<file path="src/rtl/hsv_pkg.sv">
// Shared constants, codes and types of the HSV to RGB converter.
`timescale 1ns / 1ps

package hsv_pkg;

    // Channel precision: full scale (2^CHANNEL_BITS - 1) stands for 1.0.
    localparam int CHANNEL_BITS = 8;
    localparam int CW           = CHANNEL_BITS;

    // Fixed field widths of the stream items.
    localparam int HUE_W       = 9;
    localparam int SAT_W       = 8;
    localparam int BRI_W       = 8;
    localparam int OUT_W       = 8;
    localparam int IN_TDATA_W  = 32;
    localparam int OUT_TDATA_W = 24;

    // Bit offsets inside s_axis_tdata.
    localparam int HUE_LSB = 0;
    localparam int SAT_LSB = HUE_LSB + HUE_W;
    localparam int BRI_LSB = SAT_LSB + SAT_W;

    localparam logic [HUE_W-1:0] HUE_WRAP = HUE_W'(360);

    // Secondary weight 60 - |hue mod 120 - 60| spans 0..60.
    localparam int WT_W = 6;
    localparam int Y_W  = CW + WT_W;

    // floor(y / 60) as (y * RECIP_MUL) >> RECIP_SHIFT, exact for y < 2^Y_W.
    localparam int              RECIP_SHIFT = CW + 12;
    localparam int              RM_W        = CW + 7;
    localparam longint unsigned RECIP_MUL_L =
        ((64'd1 << RECIP_SHIFT) + 64'd59) / 64'd60;
    localparam logic [RM_W-1:0] RECIP_MUL   = RM_W'(RECIP_MUL_L);
    localparam int              Z_W         = Y_W + RM_W;

    // Queue between the front and back parts.
    localparam int QDEPTH = 4;
    localparam int QPTR_W = $clog2(QDEPTH);
    localparam int QCNT_W = $clog2(QDEPTH + 1);

    // Hue sectors, 60 degrees each.
    typedef logic [2:0] t_sector;
    localparam t_sector SEC_RY = 3'd0;   // red to yellow:    (C, X, 0)
    localparam t_sector SEC_YG = 3'd1;   // yellow to green:  (X, C, 0)
    localparam t_sector SEC_GC = 3'd2;   // green to cyan:    (0, C, X)
    localparam t_sector SEC_CB = 3'd3;   // cyan to blue:     (0, X, C)
    localparam t_sector SEC_BM = 3'd4;   // blue to magenta:  (X, 0, C)
    localparam t_sector SEC_MR = 3'd5;   // magenta to red:   (C, 0, X)

    // Classified pixel, handed from the front part to the back part.
    typedef struct packed {
        t_sector         sector;
        logic [WT_W-1:0] weight;
        logic [CW-1:0]   sat;
        logic [CW-1:0]   val;
    } t_cls;

    // Result pixel; red sits in the lowest bits.
    typedef struct packed {
        logic [OUT_W-1:0] blue;
        logic [OUT_W-1:0] green;
        logic [OUT_W-1:0] red;
    } t_rgb;

    // Queue status seen by the top level.
    typedef struct packed {
        logic              push;
        logic              pop;
        logic [QCNT_W-1:0] cnt;
    } t_q_stat;

endpackage

</file>
<file path="src/rtl/hsv_to_rgb_converter_unit.sv">
// Top level of the HSV to RGB pixel converter.
`timescale 1ns / 1ps

// Converts one pixel per item from hue (degrees, 0..511, 360 and above wrap
// once by 360) with 8-bit saturation and value, where full scale stands for
// 1.0, into 8-bit red, green and blue, truncating at every division. The
// block sustains one pixel per clock: a new item is taken every cycle as long
// as results are taken. Between the accepting edge and the result showing
// valid, each item passes through the front classification register, the
// queue and the four-stage back pipeline (product, chroma and weighted
// product, reciprocal multiply for the division by 60, placement). The
// four-item queue sits between the front and back parts, so a stall at the
// output first fills the back pipeline and the queue before s_axis_tready
// drops. The block has no configuration and no state across items.

module hsv_to_rgb_converter_unit (
    input  logic                                i_clk,
    input  logic                                i_rst_n,
    input  logic                                s_axis_tvalid,
    output logic                                s_axis_tready,
    // hue[8:0], saturation[16:9], brightness[24:17], zero fill [31:25]
    input  logic [hsv_pkg::IN_TDATA_W-1:0]      s_axis_tdata,
    output logic                                m_axis_tvalid,
    input  logic                                m_axis_tready,
    // red[7:0], green[15:8], blue[23:16]
    output logic [hsv_pkg::OUT_TDATA_W-1:0]     m_axis_tdata
);
    import hsv_pkg::*;

    logic             f_valid;
    logic             f_ready;
    t_cls             f_cls;
    logic             q_valid;
    logic             q_ready;
    t_cls             q_cls;
    t_q_stat          q_stat;
    t_rgb             b_rgb;
    logic [HUE_W-1:0] in_hue;
    logic [SAT_W-1:0] in_sat;
    logic [BRI_W-1:0] in_bri;

    // Unpack the input item.
    assign in_hue = s_axis_tdata[HUE_LSB +: HUE_W];
    assign in_sat = s_axis_tdata[SAT_LSB +: SAT_W];
    assign in_bri = s_axis_tdata[BRI_LSB +: BRI_W];

    // Front: wrap hue, pick the sector and the secondary weight.
    hsv_front u_front (
        .i_clk   (i_clk),
        .i_rst_n (i_rst_n),
        .i_valid (s_axis_tvalid),
        .o_ready (s_axis_tready),
        .i_hue   (in_hue),
        .i_sat   (in_sat),
        .i_bri   (in_bri),
        .o_valid (f_valid),
        .i_ready (f_ready),
        .o_cls   (f_cls)
    );

    // Queue: let front and back stall on their own.
    hsv_queue u_queue (
        .i_clk   (i_clk),
        .i_rst_n (i_rst_n),
        .i_valid (f_valid),
        .o_ready (f_ready),
        .i_cls   (f_cls),
        .o_valid (q_valid),
        .i_ready (q_ready),
        .o_cls   (q_cls),
        .o_stat  (q_stat)
    );

    // Back: arithmetic pipeline ending in the output register.
    hsv_back u_back (
        .i_clk   (i_clk),
        .i_rst_n (i_rst_n),
        .i_valid (q_valid),
        .o_ready (q_ready),
        .i_cls   (q_cls),
        .o_valid (m_axis_tvalid),
        .i_ready (m_axis_tready),
        .o_rgb   (b_rgb)
    );

    assign m_axis_tdata = OUT_TDATA_W'(b_rgb);

    // Never push into a full queue.
    a_no_push_full: assert property (@(posedge i_clk) disable iff (!i_rst_n)
        q_stat.push |-> (q_stat.cnt != QCNT_W'(QDEPTH)))
        else $error("queue push while full");

    // Never pop an empty queue.
    a_no_pop_empty: assert property (@(posedge i_clk) disable iff (!i_rst_n)
        q_stat.pop |-> (q_stat.cnt != '0))
        else $error("queue pop while empty");

    // Fill count follows pushes and pops exactly.
    a_cnt_track: assert property (@(posedge i_clk) disable iff (!i_rst_n)
        q_stat.push || q_stat.pop || (q_stat.cnt == q_stat.cnt) |=>
        (q_stat.cnt == $past(q_stat.cnt) + QCNT_W'($past(q_stat.push))
                       - QCNT_W'($past(q_stat.pop))))
        else $error("queue count out of step");

    // A waiting queue entry moves on whenever the back part can take it.
    a_pop_when_ready: assert property (@(posedge i_clk) disable iff (!i_rst_n)
        (q_stat.cnt != '0) && q_ready |-> q_stat.pop)
        else $error("queue entry held while back part ready");

endmodule

</file>
<file path="src/rtl/hsv_front.sv">
// Front part: accept a pixel, wrap the hue, find its sector and secondary weight.
`timescale 1ns / 1ps

module hsv_front (
    input  logic                      i_clk,
    input  logic                      i_rst_n,
    input  logic                      i_valid,
    output logic                      o_ready,
    input  logic [hsv_pkg::HUE_W-1:0] i_hue,
    input  logic [hsv_pkg::SAT_W-1:0] i_sat,
    input  logic [hsv_pkg::BRI_W-1:0] i_bri,
    output logic                      o_valid,
    input  logic                      i_ready,
    output hsv_pkg::t_cls             o_cls
);
    import hsv_pkg::*;

    logic             r_valid;
    t_cls             r_cls;
    t_cls             n_cls;
    logic [HUE_W-1:0] hue_w;
    logic [1:0]       pair;
    logic [6:0]       hue_rem;
    logic             upper;

    assign o_ready = !r_valid || i_ready;
    assign o_valid = r_valid;
    assign o_cls   = r_cls;

    always_comb begin
        hue_w = (i_hue >= HUE_WRAP) ? (i_hue - HUE_WRAP) : i_hue;
        if (hue_w < HUE_W'(120)) begin
            pair    = 2'd0;
            hue_rem = 7'(hue_w);
        end else if (hue_w < HUE_W'(240)) begin
            pair    = 2'd1;
            hue_rem = 7'(hue_w - HUE_W'(120));
        end else begin
            pair    = 2'd2;
            hue_rem = 7'(hue_w - HUE_W'(240));
        end
        upper          = (hue_rem >= 7'd60);
        n_cls.sector   = t_sector'({pair, upper});
        n_cls.weight   = upper ? WT_W'(7'd120 - hue_rem) : WT_W'(hue_rem);
        n_cls.sat      = CW'(i_sat);
        n_cls.val      = CW'(i_bri);
    end

    always_ff @(posedge i_clk) begin
        if (!i_rst_n) begin
            r_valid <= 1'b0;
        end else if (o_ready) begin
            r_valid <= i_valid;
        end
    end

    always_ff @(posedge i_clk) begin
        if (o_ready && i_valid) begin
            r_cls <= n_cls;
        end
    end

endmodule

</file>
<file path="src/rtl/hsv_queue.sv">
// Short queue of classified pixels between the front and back parts.
`timescale 1ns / 1ps

module hsv_queue (
    input  logic             i_clk,
    input  logic             i_rst_n,
    input  logic             i_valid,
    output logic             o_ready,
    input  hsv_pkg::t_cls    i_cls,
    output logic             o_valid,
    input  logic             i_ready,
    output hsv_pkg::t_cls    o_cls,
    output hsv_pkg::t_q_stat o_stat
);
    import hsv_pkg::*;

    t_cls              r_mem [QDEPTH];
    logic [QPTR_W-1:0] r_wr_ptr;
    logic [QPTR_W-1:0] r_rd_ptr;
    logic [QCNT_W-1:0] r_cnt;
    logic [QCNT_W-1:0] n_cnt;
    logic              push;
    logic              pop;

    assign o_ready = (r_cnt != QCNT_W'(QDEPTH));
    assign o_valid = (r_cnt != '0);
    assign o_cls   = r_mem[r_rd_ptr];
    assign push    = i_valid && o_ready;
    assign pop     = o_valid && i_ready;
    assign n_cnt   = r_cnt + QCNT_W'(push) - QCNT_W'(pop);

    assign o_stat.push = push;
    assign o_stat.pop  = pop;
    assign o_stat.cnt  = r_cnt;

    always_ff @(posedge i_clk) begin
        if (!i_rst_n) begin
            r_wr_ptr <= '0;
            r_rd_ptr <= '0;
            r_cnt    <= '0;
        end else begin
            if (push) begin
                r_wr_ptr <= r_wr_ptr + 1'b1;
            end
            if (pop) begin
                r_rd_ptr <= r_rd_ptr + 1'b1;
            end
            r_cnt <= n_cnt;
        end
    end

    always_ff @(posedge i_clk) begin
        if (push) begin
            r_mem[r_wr_ptr] <= i_cls;
        end
    end

endmodule

</file>
<file path="src/rtl/hsv_back.sv">
// Back part: chroma, secondary component, sector placement and offset, four stages.
`timescale 1ns / 1ps

module hsv_back (
    input  logic          i_clk,
    input  logic          i_rst_n,
    input  logic          i_valid,
    output logic          o_ready,
    input  hsv_pkg::t_cls i_cls,
    output logic          o_valid,
    input  logic          i_ready,
    output hsv_pkg::t_rgb o_rgb
);
    import hsv_pkg::*;

    // Stage 1: value times saturation.
    logic              r_v1;
    logic [2*CW-1:0]   r_p1;
    t_sector           r_sec1;
    logic [WT_W-1:0]   r_wt1;
    logic [CW-1:0]     r_val1;
    logic [2*CW-1:0]   n_p1;
    // Stage 2: chroma and chroma times weight.
    logic              r_v2;
    logic [CW-1:0]     r_c2;
    logic [Y_W-1:0]    r_y2;
    t_sector           r_sec2;
    logic [CW-1:0]     r_val2;
    logic [2*CW:0]     c_sum;
    logic [CW-1:0]     n_c2;
    logic [Y_W-1:0]    n_y2;
    // Stage 3: divide by 60 through the reciprocal.
    logic              r_v3;
    logic [Z_W-1:0]    r_z3;
    logic [CW-1:0]     r_c3;
    t_sector           r_sec3;
    logic [CW-1:0]     r_val3;
    logic [Z_W-1:0]    n_z3;
    // Stage 4: placement and offset into the output register.
    logic              r_v4;
    t_rgb              r_rgb;
    t_rgb              n_rgb;
    logic [CW-1:0]     x4;
    logic [CW-1:0]     m4;
    logic [CW-1:0]     rr;
    logic [CW-1:0]     gg;
    logic [CW-1:0]     bb;
    logic [CW:0]       red_sum;
    logic [CW:0]       g_sum;
    logic [CW:0]       b_sum;

    logic en1;
    logic en2;
    logic en3;
    logic en4;

    assign en4     = !r_v4 || i_ready;
    assign en3     = !r_v3 || en4;
    assign en2     = !r_v2 || en3;
    assign en1     = !r_v1 || en2;
    assign o_ready = en1;
    assign o_valid = r_v4;
    assign o_rgb   = r_rgb;

    assign n_p1 = (2*CW)'(i_cls.val) * (2*CW)'(i_cls.sat);

    // floor(p / (2^CW - 1)) = (p + (p >> CW) + 1) >> CW over the product range.
    assign c_sum = (2*CW+1)'(r_p1) + (2*CW+1)'(r_p1 >> CW) + (2*CW+1)'(1);
    assign n_c2  = CW'(c_sum >> CW);
    assign n_y2  = Y_W'(n_c2) * Y_W'(r_wt1);

    assign n_z3 = Z_W'(r_y2) * Z_W'(RECIP_MUL);

    always_comb begin
        x4 = CW'(r_z3 >> RECIP_SHIFT);
        m4 = r_val3 - r_c3;
        unique case (r_sec3)
            SEC_RY: begin rr = r_c3; gg = x4;   bb = '0;   end
            SEC_YG: begin rr = x4;   gg = r_c3; bb = '0;   end
            SEC_GC: begin rr = '0;   gg = r_c3; bb = x4;   end
            SEC_CB: begin rr = '0;   gg = x4;   bb = r_c3; end
            SEC_BM: begin rr = x4;   gg = '0;   bb = r_c3; end
            default: begin rr = r_c3; gg = '0;  bb = x4;   end
        endcase
        red_sum     = (CW+1)'(rr) + (CW+1)'(m4);
        g_sum       = (CW+1)'(gg) + (CW+1)'(m4);
        b_sum       = (CW+1)'(bb) + (CW+1)'(m4);
        n_rgb.red   = OUT_W'(red_sum[CW-1:0]);
        n_rgb.green = OUT_W'(g_sum[CW-1:0]);
        n_rgb.blue  = OUT_W'(b_sum[CW-1:0]);
    end

    always_ff @(posedge i_clk) begin
        if (!i_rst_n) begin
            r_v1 <= 1'b0;
            r_v2 <= 1'b0;
            r_v3 <= 1'b0;
            r_v4 <= 1'b0;
        end else begin
            if (en1) r_v1 <= i_valid;
            if (en2) r_v2 <= r_v1;
            if (en3) r_v3 <= r_v2;
            if (en4) r_v4 <= r_v3;
        end
    end

    always_ff @(posedge i_clk) begin
        if (en1 && i_valid) begin
            r_p1   <= n_p1;
            r_sec1 <= i_cls.sector;
            r_wt1  <= i_cls.weight;
            r_val1 <= i_cls.val;
        end
        if (en2 && r_v1) begin
            r_c2   <= n_c2;
            r_y2   <= n_y2;
            r_sec2 <= r_sec1;
            r_val2 <= r_val1;
        end
        if (en3 && r_v2) begin
            r_z3   <= n_z3;
            r_c3   <= r_c2;
            r_sec3 <= r_sec2;
            r_val3 <= r_val2;
        end
        if (en4 && r_v3) begin
            r_rgb <= n_rgb;
        end
    end

endmodule

</file>
<file path="config.mk">
export PLATFORM = sky130hd
export DESIGN_NAME = hsv_to_rgb_converter_unit
export DESIGN_NICKNAME = d
export VERILOG_FILES = /design/src/rtl/hsv_pkg.sv /design/src/rtl/hsv_to_rgb_converter_unit.sv /design/src/rtl/hsv_front.sv /design/src/rtl/hsv_queue.sv /design/src/rtl/hsv_back.sv
export SDC_FILE = /design/constraint.sdc
export NUM_CORES = 1
export LEC_CHECK = 0
export BUFFER_PORTS_ARGS = -buffer_cell sky130_fd_sc_hd__buf_4
export CAP_MARGIN = 15
export CORE_ASPECT_RATIO = 0.5
export CORE_UTILIZATION = 45
export CTS_CLUSTER_SIZE = 24
export DETAILED_ROUTE_END_ITERATION = 10
export HOLD_SLACK_MARGIN = 0.06
export PLACE_DENSITY_LB_ADDON = 0.25
export SKIP_LAST_GASP = 1
export SYNTH_ARGS = -nofsm -noshare
export SYNTH_HDL_FRONTEND = slang
export SYNTH_SLANG_ARGS = --single-unit
export TNS_END_PERCENT = 1
</file>
<file path="constraint.sdc">
create_clock -name i_clk -period 9.3 [get_ports i_clk]
set_input_delay 1.86 -clock i_clk [delete_from_list [all_inputs] [get_ports i_clk]]
set_output_delay 1.86 -clock i_clk [all_outputs]
set_load 0.01 [all_outputs]
</file>
=== After elaboration in Yosys (flattened, before gate mapping) ===
Memories as Yosys holds them, arrays and structs flattened. A register that Yosys moved wholly into a read port is not among the register bits.
Index checks and enable logic that the tools add are counted.

* Register bits: 174
* RAM bits: 100
* Input port bits: 36
* Output and inout bits: 26
* Memories kept: 1

* Add/subtract/negate cells: 14
* $mul: 3
* $lt $le $gt $ge: 4
* Equal/unequal tests: 5
* Mux-type cells: 12
* Reductions and logical operators: 24

{| class="wikitable"
|+ Memories
! memory !! words !! bits a word !! rd ports !! clocked after memory_dff !! wr ports !! line !! RTL
|-
| u_queue.r_mem || 4 || 25 || 1 || 1 || 1 || hsv_queue.sv:17 || <nowiki>t_cls r_mem [QDEPTH];</nowiki>
|}

{| class="wikitable"
|+ Operators with widths
! cell !! number
|-
| $pmux W8 S2 || 3
|-
| $mul A14 B15 Y28 const B || 1
|-
| $add A8 B8 Y8 || 3
|-
| $add A16 B1 Y16 const B || 1
|-
| $add A16 B8 Y16 || 1
|-
| $mul A8 B8 Y16 || 1
|-
| $mul A8 B6 Y14 || 1
|-
| $mux W7 || 2
|-
| $sub A7 B7 Y7 const B || 2
|-
| $reduce_or A2 Y1 || 6
|-
| $ge A9 B9 Y1 const B || 1
|-
| $lt A9 B7 Y1 const B || 1
|-
| $lt A9 B8 Y1 const B || 1
|-
| $mux W9 || 1
|-
| $sub A9 B9 Y9 const B || 1
|-
| $sub A8 B8 Y8 || 1
|-
| $ge A7 B6 Y1 const B || 1
|-
| $eq A3 B2 Y1 const B || 2
|-
| $logic_and A1 B1 Y1 || 6
|-
| $mux W2 || 3
|-
| $mux W6 || 1
|-
| $sub A6 B6 Y6 const A || 1
|-
| $logic_not A1 Y1 || 5
|-
| $logic_or A1 B1 Y1 || 5
|-
| other kinds (9) || 11
|}

=== Depth between registers and ports, before layout ===
* Depth in word-level cells: 8
* Mapped depth: 25
* Mapped depth without buffers: 25

=== Cells and area by module ===
Synthesis repeated with hierarchy kept, for this count alone.

* Cell total of the unflattened synthesis: 1,368
* Area total of the unflattened synthesis: 16,940.0 um^2

{| class="wikitable"
|+ By module, submodules not included
! module !! times used !! cells an instance !! area each (um^2) !! sequential area each (um^2)
|-
| hsv_back || 1 || 1,055 || 11,277.1 || 3,593.4
|-
| hsv_queue || 1 || 181 || 4,139.0 || 3,183.1
|-
| hsv_front || 1 || 132 || 1,524.0 || 770.7
|}

=== Least setup slack after synthesis ===
No wires, ideal clock.

* Path type: reg-to-reg
* Start point: register (tool-made name)
* End point: register u_back.r_p1[15], data pin
* Library setup time: 0.260 ns
* Arrival: 5.622 ns
* Setup slack: 3.419 ns
* Stages on the path, launching flop included: 19
* Buffers on the path: 2
* Clock period less this slack: 5.881 ns
* Cell sequence: dfxtp_1 > clkbuf_1 > clkbuf_1 > mux4_2 > and2_1 > fa_1 > inv_1 > fa_1 > inv_1 > fa_1 > fa_1 > ha_1 > a21boi_0 > o21ai_0 > nand2b_1 > a21o_1 > a41o_1 > o41a_1 > xnor2_1

{| class="wikitable"
|+ RTL lines
! what !! line !! RTL
|-
| to (signal assigned) || hsv_back.sv:109 || <nowiki>r_p1 <= n_p1;</nowiki>
|-
| to (decl) || hsv_back.sv:18 || <nowiki>logic [2*CW-1:0] r_p1;</nowiki>
|}

=== Worst setup path in the final report ===
* Start point: register u_back.r_p1[9]
* End point: register u_back.r_y2[13], data pin

* Word-level cells in the longest chain between the ends: 3

{| class="wikitable"
|+ RTL lines
! what !! line !! RTL
|-
| $add A16 B8 Y16 || hsv_back.sv:68 || <nowiki>assign c_sum = (2*CW+1)'(r_p1) + (2*CW+1)'(r_p1 >> CW) + (2*CW+1)'(1);</nowiki>
|-
| $add A16 B1 Y16 || hsv_back.sv:68 ||
|-
| via u_back.c_sum[13] || hsv_back.sv:29 || <nowiki>logic [2*CW:0] c_sum;</nowiki>
|-
| $mul A8 B6 Y14 || hsv_back.sv:70 || <nowiki>assign n_y2 = Y_W'(n_c2) * Y_W'(r_wt1);</nowiki>
|-
| via u_back.n_y2[13] || hsv_back.sv:31 || <nowiki>logic [Y_W-1:0] n_y2;</nowiki>
|-
| to (signal assigned) || hsv_back.sv:116 || <nowiki>r_y2 <= n_y2;</nowiki>
|-
| to (decl) || hsv_back.sv:26 || <nowiki>logic [Y_W-1:0] r_y2;</nowiki>
|}

The timed path passes the listed nets, and every way through them passes these cells.
A chain may end at the register's enable or synchronous reset.

==> impl_results.md <==
- Vias per cell: just over 5
- HP Class: flop to flop
- Post-Route Skew: approximately 0.028 ns
- Placed Cells: 1800
- Clk sink count: 256
- CTS H-Tree Depth: 1
- Top cells by area, synth: edfxtp_1 (45%), ha_1 (14%), fa_1 (11%)
- CTS tree: built
- Synth top area share: 0.4480
- Ys async rst share: 0
- Most frequent cells in the layout: edfxtp_1 (242), ha_1 (187), inv_1 (180)
- Slew margin rel.: 0.2826
- Part of the Yosys area used for sequential elements: 0.4653
- Worst setup EP type: flop
- Largest net degree at the start of global routing: 37
- Hold Path Stages: 0
- Met1 usage: 0.2150
- DIE WIDTH: 270.5 um
- Post-Route WL: 28.53 mm
- # hold bufs at CTS: 0
- Post-synthesis cell type count: 60
- Critical Path Start: u_back.r_p1[9]
- Flop-to-flop setup slack: 3.08 ns
- Met3 GRT Util: 0.02473
- Final #Nets: about 1700
- Ys flop type: edfxtp_1
- Number of flops mapped to enable cells by yosys: 242
- Vias in the first global route: between 9000 and 10000
- Final setup vio count: 0
- Reg2Reg Capture Point: u_back.r_y2[13]
- Diodes inserted: 0
- Tmin final: around 6.2 ns
- Most common cell after layout, fill and taps aside: edfxtp_1
- Cell row count: 48
- Post-Synthesis Cells: 1277
- Pre-antenna DRT Iters: 5
- Worst slew pin tran: about 1.1 ns
- Clock Tree Buf Depth: 3
- Met2 usage: 0.2801
- Layout Utilization: 0.5161
- Routed length per instance: ~15 um
- CP Max Fanout: 7
- Tot GR Track Use: 0.1609
- Post-route DRC: 0
- Arrival time at the worst endpoint: between 6 and 7 ns
- Worst R2R Start: u_back.r_p1[9]
- Status: finished, final reports clean
- Die ar.: 36860 sq um
- Synth Register Bits: 256
- Max Cap Viol: 0
- Share of layout cells above drive strength 1: 0.1039
- I/O Buffers: between 50 and 60
- Mapped cell area: 16220 sq um
- Root Driver: clkbuf_16
- Synthesis Warnings: 0
- Total setup buffers inserted after CTS: 0
- Post-DRT Antenna Nets: 0
- GPL Wtd Cong: just over 0.8
- Clk_lat worst skew: about 0.56 ns
- Syn_nets: roughly 1600
- Number of DRC markers in iteration 0: 500
- Cell taking the most area after synthesis: edfxtp_1
- Clock Pin Slew Worst Setup and Hold Paths: 0.06 ns
- Req. time, crit path: 9.71 ns
- Post-DP HPWL: 21.30 mm
- Critical path class: flop to flop
- First-pass GRT wire length: roughly 48 mm
- Die Span Y: between 100 and 150 um
- Grt peak-use layer: met2
- P&R area growth vs syn: 11.22%
- Boundary pin count: a little over 60
- Slew Limit Fails: 0
- CP startpoint kind: flop
- Finished Layout Cells: 1842
- Core ar.: 34950 sq um
- Fin. Hold Viols: 0
- Antenna violations before repair: 0
- DR vias: about 9400
- Sum of negative setup slack: 0 ns
- Number of gates resized after cts: 0
- Critical Path End: u_back.r_y2[13]
- TritonCTS buffer count: 24
- RSZ-0062 raised after global routing: false
- Peak Freq: roughly 0.16 GHz
- Initial Util: 0.4641
- Fin crit share: 0.6688
- GR Overflow Total: 0
- Worst Reg-to-Reg Cells: 24
- Syn Area/Cell: 12.70 sq um
worst max-delay path, stage by stage, from the launching register on:
cell and delay [ns]:
edfxtp_1 0.46, ha_1 0.31, o21a_1 0.11, o21a_1 0.11, o21a_1 0.10, o21a_1 0.10
o21ai_0 0.10, a211oi_1 0.54, nand3_1 0.18, xnor2_1 0.54, nand2_1 0.15, fa_1 0.54
fa_1 0.46, fa_1 0.56, inv_1 0.04, ha_1 0.32, a21oi_1 0.14, nor2_1 0.05
nor2_1 0.16, o21bai_1 0.09, a21oi_1 0.22, o21bai_1 0.09, a21o_1 0.21, a2111o_1 0.41
nand3_1 0.07
cells in the mapped netlist (2+ instances only):
master and count:
o21ai_0 23, ha_1 187, mux2i_1 7, dfxtp_1 14
nand3_1 13, mux2_2 3, a21boi_1 2, nor3_1 5
xor2_1 25, mux4_2 25, nor2_1 41, edfxtp_1 242
nand4_1 5, a21o_1 16, nor2b_1 46, nand2b_1 10
a211oi_1 5, o21bai_1 16, fa_1 86, or3_1 2
a41o_1 2, a2bb2oi_1 2, a21boi_0 8, a22o_1 9
and2_1 53, nand2_1 87, buf_1 3, o41a_1 2
inv_1 180, o31ai_1 3, a31oi_1 3, clkbuf_1 11
a21oi_1 59, o21a_1 9, xnor2_1 48
cell type report:
class	count	area, sq um
Fill cell	3028	16910
Clock inverter	15	162.7
Clock buffer	27	611.8
Tap cell	475	594.3
Sequential cell	256	7547
Multi-Input combinational cell	826	7975
Inverter	180	675.6
Timing Repair Buffer	63	473.0
registers in the layout, summed over array words and instances, names as in the netlist, 6 cells and up, named ones only:
signal,count
u_back.o_rgb,24
u_back.r_c2,8
u_back.r_c3,8
u_back.r_p1,16
u_back.r_val1,8
u_back.r_val2,8
u_back.r_val3,8
u_back.r_wt1,6
u_back.r_y2,14
u_back.r_z3,8
u_front.o_cls,25
u_queue.r_mem,100
per-layer routing:
layer | wire length, um | up-vias
met4 | 405 | 0
met5 | 0 | -
met3 | 937 | 33
met1 | 13540 | 4601
met2 | 13650 | 118
li1 | - | 4611
worst min-delay path by stage:
stage                           from          endpoint  slack (ns)
floorplan             u_back.r_c2[0]    u_back.r_c3[0]        0.40
global placement    u_back.r_val2[7]  u_back.r_val3[7]        0.40
detailed placement  u_back.r_sec2[0]  u_back.r_sec3[0]        0.40
CTS                 u_back.r_sec2[0]  u_back.r_sec3[0]        0.41
global route          u_back.r_c2[1]    u_back.r_c3[1]        0.42
finish              u_back.r_sec2[0]  u_back.r_sec3[0]        0.42
stage by stage:
step | hold WS [ns] | setup WS (ns) | cell area [sq um]
global placement | 0.4009 | 3.269 | 17270
CTS | 0.4108 | 3.055 | 18040
finish | 0.4160 | 3.081 | 18040
detailed placement | 0.4045 | 3.086 | 17270
floorplan | 0.4003 | 3.419 | 16220
global route | 0.4209 | 2.635 | 18040
logic make-up (layout without fill, tap and decap cells):
family,after synthesis,count (layout),synth area share
AOI/OAI and AO/OA,171,171,0.07058
xor gates and xnor gates,73,73,0.03942
DFF,256,256,0.4653
and+or+nand+nor,273,273,0.08732
buffers and inverters,195,285,0.04520
muxes,36,36,0.04181
adders and majority gates,273,273,0.2504
Power is left out: the tool's default activity adds up to more than one toggle a clock period on the data nets, which glitch-free logic cannot reach.
